[src/hdl/dfga_pkg.sv]
//------------------------------------------------------------------------------
// dfga_pkg
// Shared constants and register indices for the dipole field
// gradient accumulator.
//------------------------------------------------------------------------------
package dfga_pkg;

  localparam int DataWidthDef = 32;
  localparam int FracBitsDef  = 16;
  localparam int AccWidthDef  = 48;
  localparam int CfgWidth     = 32;
  localparam logic [31:0] FieldCoefReset = 32'h0001_0000;

  // Register index of the field coefficient.
  localparam logic [1:0] RegFieldCoef = 2'd0;

endpackage

[src/hdl/dfga_front.sv]
//------------------------------------------------------------------------------
// dfga_front
// Input stage and two-entry queue. Items are taken here and the head item is
// held until the arithmetic engine has finished with it.
//------------------------------------------------------------------------------
module dfga_front import dfga_pkg::*; #(
  parameter int IW = 257
) (
  input  logic          clk,
  input  logic          rst,
  input  logic          in_valid,
  output logic          in_ready,
  input  logic [IW-1:0] in_data,
  output logic          q_valid,
  input  logic          q_take,
  output logic [IW-1:0] q_data
);

  logic [IW-1:0] slot [2];
  logic [1:0]    count;
  logic          rd_ptr;
  logic          wr_ptr;
  logic          push;

  assign in_ready = (count != 2'd2);
  assign push     = in_valid && in_ready;
  assign q_valid  = (count != 2'd0);
  assign q_data   = slot[rd_ptr];

  always_ff @(posedge clk) begin
    if (push) begin
      slot[wr_ptr] <= in_data;
    end
    if (rst) begin
      count  <= 2'd0;
      rd_ptr <= 1'b0;
      wr_ptr <= 1'b0;
    end else begin
      if (push) begin
        wr_ptr <= ~wr_ptr;
      end
      if (q_take && q_valid) begin
        rd_ptr <= ~rd_ptr;
      end
      count <= count + 2'(push) - 2'(q_take && q_valid);
    end
  end

  property p_no_overflow;
    @(posedge clk) disable iff (rst) count == 2'd2 |-> !in_ready;
  endproperty
  a_no_overflow: assert property (p_no_overflow) else $error("queue overflow");

  property p_count_range;
    @(posedge clk) disable iff (rst) count != 2'd3;
  endproperty
  a_count_range: assert property (p_count_range) else $error("bad queue count");

  property p_take_valid;
    @(posedge clk) disable iff (rst) q_take |-> q_valid;
  endproperty
  a_take_valid: assert property (p_take_valid) else $error("take from empty");

endmodule

[config.mk]
export PLATFORM = sky130hd
export DESIGN_NAME = dfga_front
export DESIGN_NICKNAME = d
export VERILOG_FILES = /design/src/hdl/dfga_pkg.sv /design/src/hdl/dfga_front.sv
export SDC_FILE = /design/constraint.sdc
export NUM_CORES = 1
export LEC_CHECK = 0
export BUFFER_PORTS_ARGS = -buffer_cell sky130_fd_sc_hd__buf_2
export CAP_MARGIN = 20
export CORE_MARGIN = 2
export CORE_UTILIZATION = 40
export DETAILED_ROUTE_END_ITERATION = 8
export PLACE_DENSITY = 0.64
export SETUP_SLACK_MARGIN = 0.15
export SLEW_MARGIN = 20
export SYNTH_ARGS = -nofsm -noshare
export SYNTH_HDL_FRONTEND = slang
export SYNTH_SLANG_ARGS = --single-unit
[constraint.sdc]
create_clock -name clk -period 12.1 [get_ports clk]
set_input_delay 0.605 -clock clk [delete_from_list [all_inputs] [get_ports clk]]
set_output_delay 0.605 -clock clk [all_outputs]
set_load 0.005 [all_outputs]
After elaboration in Yosys (flattened, before gate mapping)
Memory sizes are Yosys's and may differ from the RTL's. A register that Yosys moved wholly into a read port is not among the register bits. Index checks and enable logic that the tools add are counted.

Register bits: 4. Bits of input ports: 261. RAM bits: 514. Memories kept: 1. Output and inout bits: 259. Word-level logic and storage cells: 16.

Muxes and demuxes: 4. $add $sub $neg: 2. Reduce and logical (&&, ||, !) cells: 3. Bitwise logic cells: 2. Equality and inequality tests: 1.

Memory list: slot (words 2, width 257, rd ports 1, clocked after Yosys merged registers in 1, wr ports 1, line dfga_front.sv:19) `logic [IW-1:0] slot [2];`.

Operators with widths (count): $mux W1 (4); $add A2 B1 Y2 (1); $logic_and A1 B1 Y1 (2); $ne A2 B2 Y1 const B (1); $not A1 Y1 (2); $reduce_bool A2 Y1 (1); $sub A2 B1 Y2 (1).

Depth between registers and ports, before layout
Word-level depth: 4. Mapped depth: 8. Gate-level depth less buffers: 8.

Worst setup path after synthesis
OpenSTA, ideal clock, no wires.

Path kind: input-to-reg. Start: in in_valid. End: mem slot[0][0] (enable). Arrival: 11.334 ns. Library setup time: 0.879 ns. Path buffers: 0. Required time: 11.221 ns. Path slack: -0.114 ns. Cell stages on the path: 2. Cells stage by stage: nand2_1 -> nor2_1.

Cells in the longest elaborated chain, start to end: 3.

Ends and longest elaborated chain: start: declaration (line dfga_front.sv:11) `input logic in_valid,`; $logic_and A1 B1 Y1 (line dfga_front.sv:26) `assign push = in_valid && in_ready;`; $mux W1 (line dfga_front.sv:31) `if (push) begin`; $mux W1 (implied by the code) (line dfga_front.sv:32) `slot[wr_ptr] <= in_data;`; end: declaration (line dfga_front.sv:19).

No other way between the ends.

==> impl_metrics.env <==
export IMPL_outcome="finished, final reports clean"
export IMPL_drt_drc_violations_left=0
export IMPL_grt_pass1_vias=9910
export IMPL_cts_hold_fix_buffers=0
export IMPL_rsz0062_at_grt="false"
export IMPL_hold_class="in2reg"
export IMPL_finalSetupViolations=0
export IMPL_drt_total_wl_mm=41.77
export IMPL_cts_tree="built"
export IMPL_vias=9648
export IMPL_syn_area_sq_um=19780
export IMPL_maxCapViolCount=0
export IMPL_core_sq_um=48850
export IMPL_cts_resized_gates=0
export IMPL_peakVddDrop_v=0.0001360
export IMPL_p_per_area_nw_per_um2=204.9
export IMPL_portBuffers=519
export IMPL_mostFrequentLayoutCell="buf_2"
export IMPL_root_buffer="clkbuf_16"
export IMPL_critPathTopFamily="buffers and inverters"
export IMPL_crit_arrival_ps=3800
export IMPL_ios=520
export IMPL_fin_skew_ps=17.90
export IMPL_worst_path_most_repeated_cell="buf_4"
export IMPL_dieArea_sq_um=51250
export IMPL_drt_iter0_drc=495
export IMPL_wl_per_cell_microns=20.01
export IMPL_hold_viol_final=0
export IMPL_path_buf_inv=3
export IMPL_start_util_pct=40.50
export IMPL_grt_start_max_net_pins=76
export IMPL_netlist_instances=824
export IMPL_final_max_slew_viol_count=0
export IMPL_placement_rows=81
export IMPL_final_area_sq_um=24570
export IMPL_post_route_period_util_pct=36.42
export IMPL_fin_nets=1643
export IMPL_yosys_warnings=0
export IMPL_layout_drive_gt1_share_pct=61.04
export IMPL_cts_max_path_buffers=3
export IMPL_fin_tns_setup_ps=0
export IMPL_globalRouteOverflowTotal=0
export IMPL_worst_setup_path_type="reg2out"
export IMPL_critPathCaptureType="primary output"
export IMPL_start_kind="flip-flop"
export IMPL_place_area_sq_um=22950
export IMPL_slowest_stage="buf_4"
export IMPL_max_stage_delay_ps=920
export IMPL_grt_pass1_wl_mm=58.37
export IMPL_htree_levels=2
export IMPL_ys_ff_latch=519
export IMPL_die_w_microns=226.4
export IMPL_dp_hpwl_mm=29.01
export IMPL_fp_dieH_microns=226.4
export IMPL_layout_common_cells="buf_2 (519), edfxtp_1 (514), mux2_4 (230)"
export IMPL_antenna_found_initial=16
export IMPL_synthDistinctLibCells=19
export IMPL_avgSynthCellArea_sq_um=24.01
export IMPL_cts_sinks=519
export IMPL_yosysSeqAreaShare_pct=78.52
export IMPL_viasPerCell=4.621
export IMPL_synth_nets=1087
export IMPL_clk_pin_slew_ps=60
export IMPL_numCtsBuffers=53
export IMPL_clkLatencyLatePin_ps=580
export IMPL_max_freq_mhz=226.9
export IMPL_tightest_slew_ps=1064
export IMPL_cp_cell_sequence="buf_4, buf_4, mux2_4, buf_2"
export IMPL_grt_usage_pct=15.34
export IMPL_cts_setup_buffers=0
export IMPL_ant_nets=0
export IMPL_area_growth_pct=24.18
export IMPL_path_max_fanout=59
export IMPL_drt_pass1_iter_count=4
export IMPL_period_minus_slack_ps=4407
export IMPL_p_leak_uw=0.009545
export IMPL_relSlewSlack_pct=29.04
export IMPL_required_ps=11490
export IMPL_gp_congestion=0.8040
export IMPL_p_total_uw=5034
==> synthesized netlist by cell type (all sizes together) <==
| cell type | instances | area share [%] |
|---|---|---|
| mux2 | 258 | 19 |
| nand2 | 1 | 0.019 |
| and3 | 1 | 0.032 |
| edfxtp | 514 | 78 |
| xor2 | 1 | 0.044 |
| inv | 1 | 0.019 |
| nor2 | 5 | 0.095 |
| ha | 2 | 0.13 |
| dfxtp | 5 | 0.51 |
| nand2b | 1 | 0.032 |
| nor2b | 2 | 0.063 |
| buf | 29 | 1.8 |
| xnor2 | 2 | 0.089 |
| o21a | 1 | 0.038 |
| or2 | 1 | 0.032 |
==> cell families after synthesis <==
| family | after synthesis | share of synthesized area [%] |
|---|---|---|
| AOI/OAI and AO/OA | 1 | 0.03796 |
| adders and majority gates | 2 | 0.1265 |
| buffers and inverters | 30 | 1.859 |
| xor gates and xnor gates | 3 | 0.1328 |
| and+or+nand+nor | 11 | 0.2720 |
| DFF | 519 | 78.52 |
| muxes | 258 | 19.05 |
==> cell type report <==
type                    instances  area (sq um)
repair buffers                530          2680
fillers                      4096         24280
inverters                       1         3.754
multi-input cells             275          3894
well taps                     664         830.8
flip-flops and latches        519         15540
clock inverters                27         190.2
diodes                          7         17.52
clock buffers                  65          1414
==> power breakdown <==
part	total [uW]	switching (uW)	leakage, uW	internal, uW
Clock	1510	643	0.000794	868
Sequential	2340	80.0	0.00484	2260
Combinational	1180	543	0.00391	637
==> sequential cells by signal (all words and copies together), names as in the netlist, named ones only <==
signal  flops
slot      514
count       2
rd_ptr      1
wr_ptr      1
==> worst paths after layout <==
| check | start | depth (start not counted) | end | slack (ps) |
|---|---|---|---|---|
| setup / recovery | flip-flop | 4 | q_data[92] | 7690 |
| hold / removal | in_data[220] | 1 | slot[0][220]$_DFFE_PP_ | 210 |
| setup reg to reg | count[0]$_SDFF_PP0_ | 6 | slot[0][201]$_DFFE_PP_ | 8560 |
| hold reg to reg | rd_ptr$_SDFFE_PP0P_ | 2 | flip-flop | 520 |
==> routing by layer <==
metal | part of all wire (%) | vias up | GRT usage (%)
met5 | 0.26 | - | 0
met4 | 2.6 | 18 | 5.921
met3 | 8.0 | 87 | 5.481
met2 | 53 | 351 | 27.09
met1 | 37 | 4779 | 16.87
li1 | - | 4413 | -
==> through the flow <==
step                cells  utilization, %  hold WS, ps  setup WS (ps)
floorplan             824               -        481.0           4243
global placement     1989           46.98        497.4           8309
detailed placement   1989           46.98        512.3           8281
CTS                  2081           50.26        158.6           7644
global route         2087           50.29        161.2           7496
finish               2088           50.29        206.7           7693
Note: power is estimated with default switching activity, not from simulation.
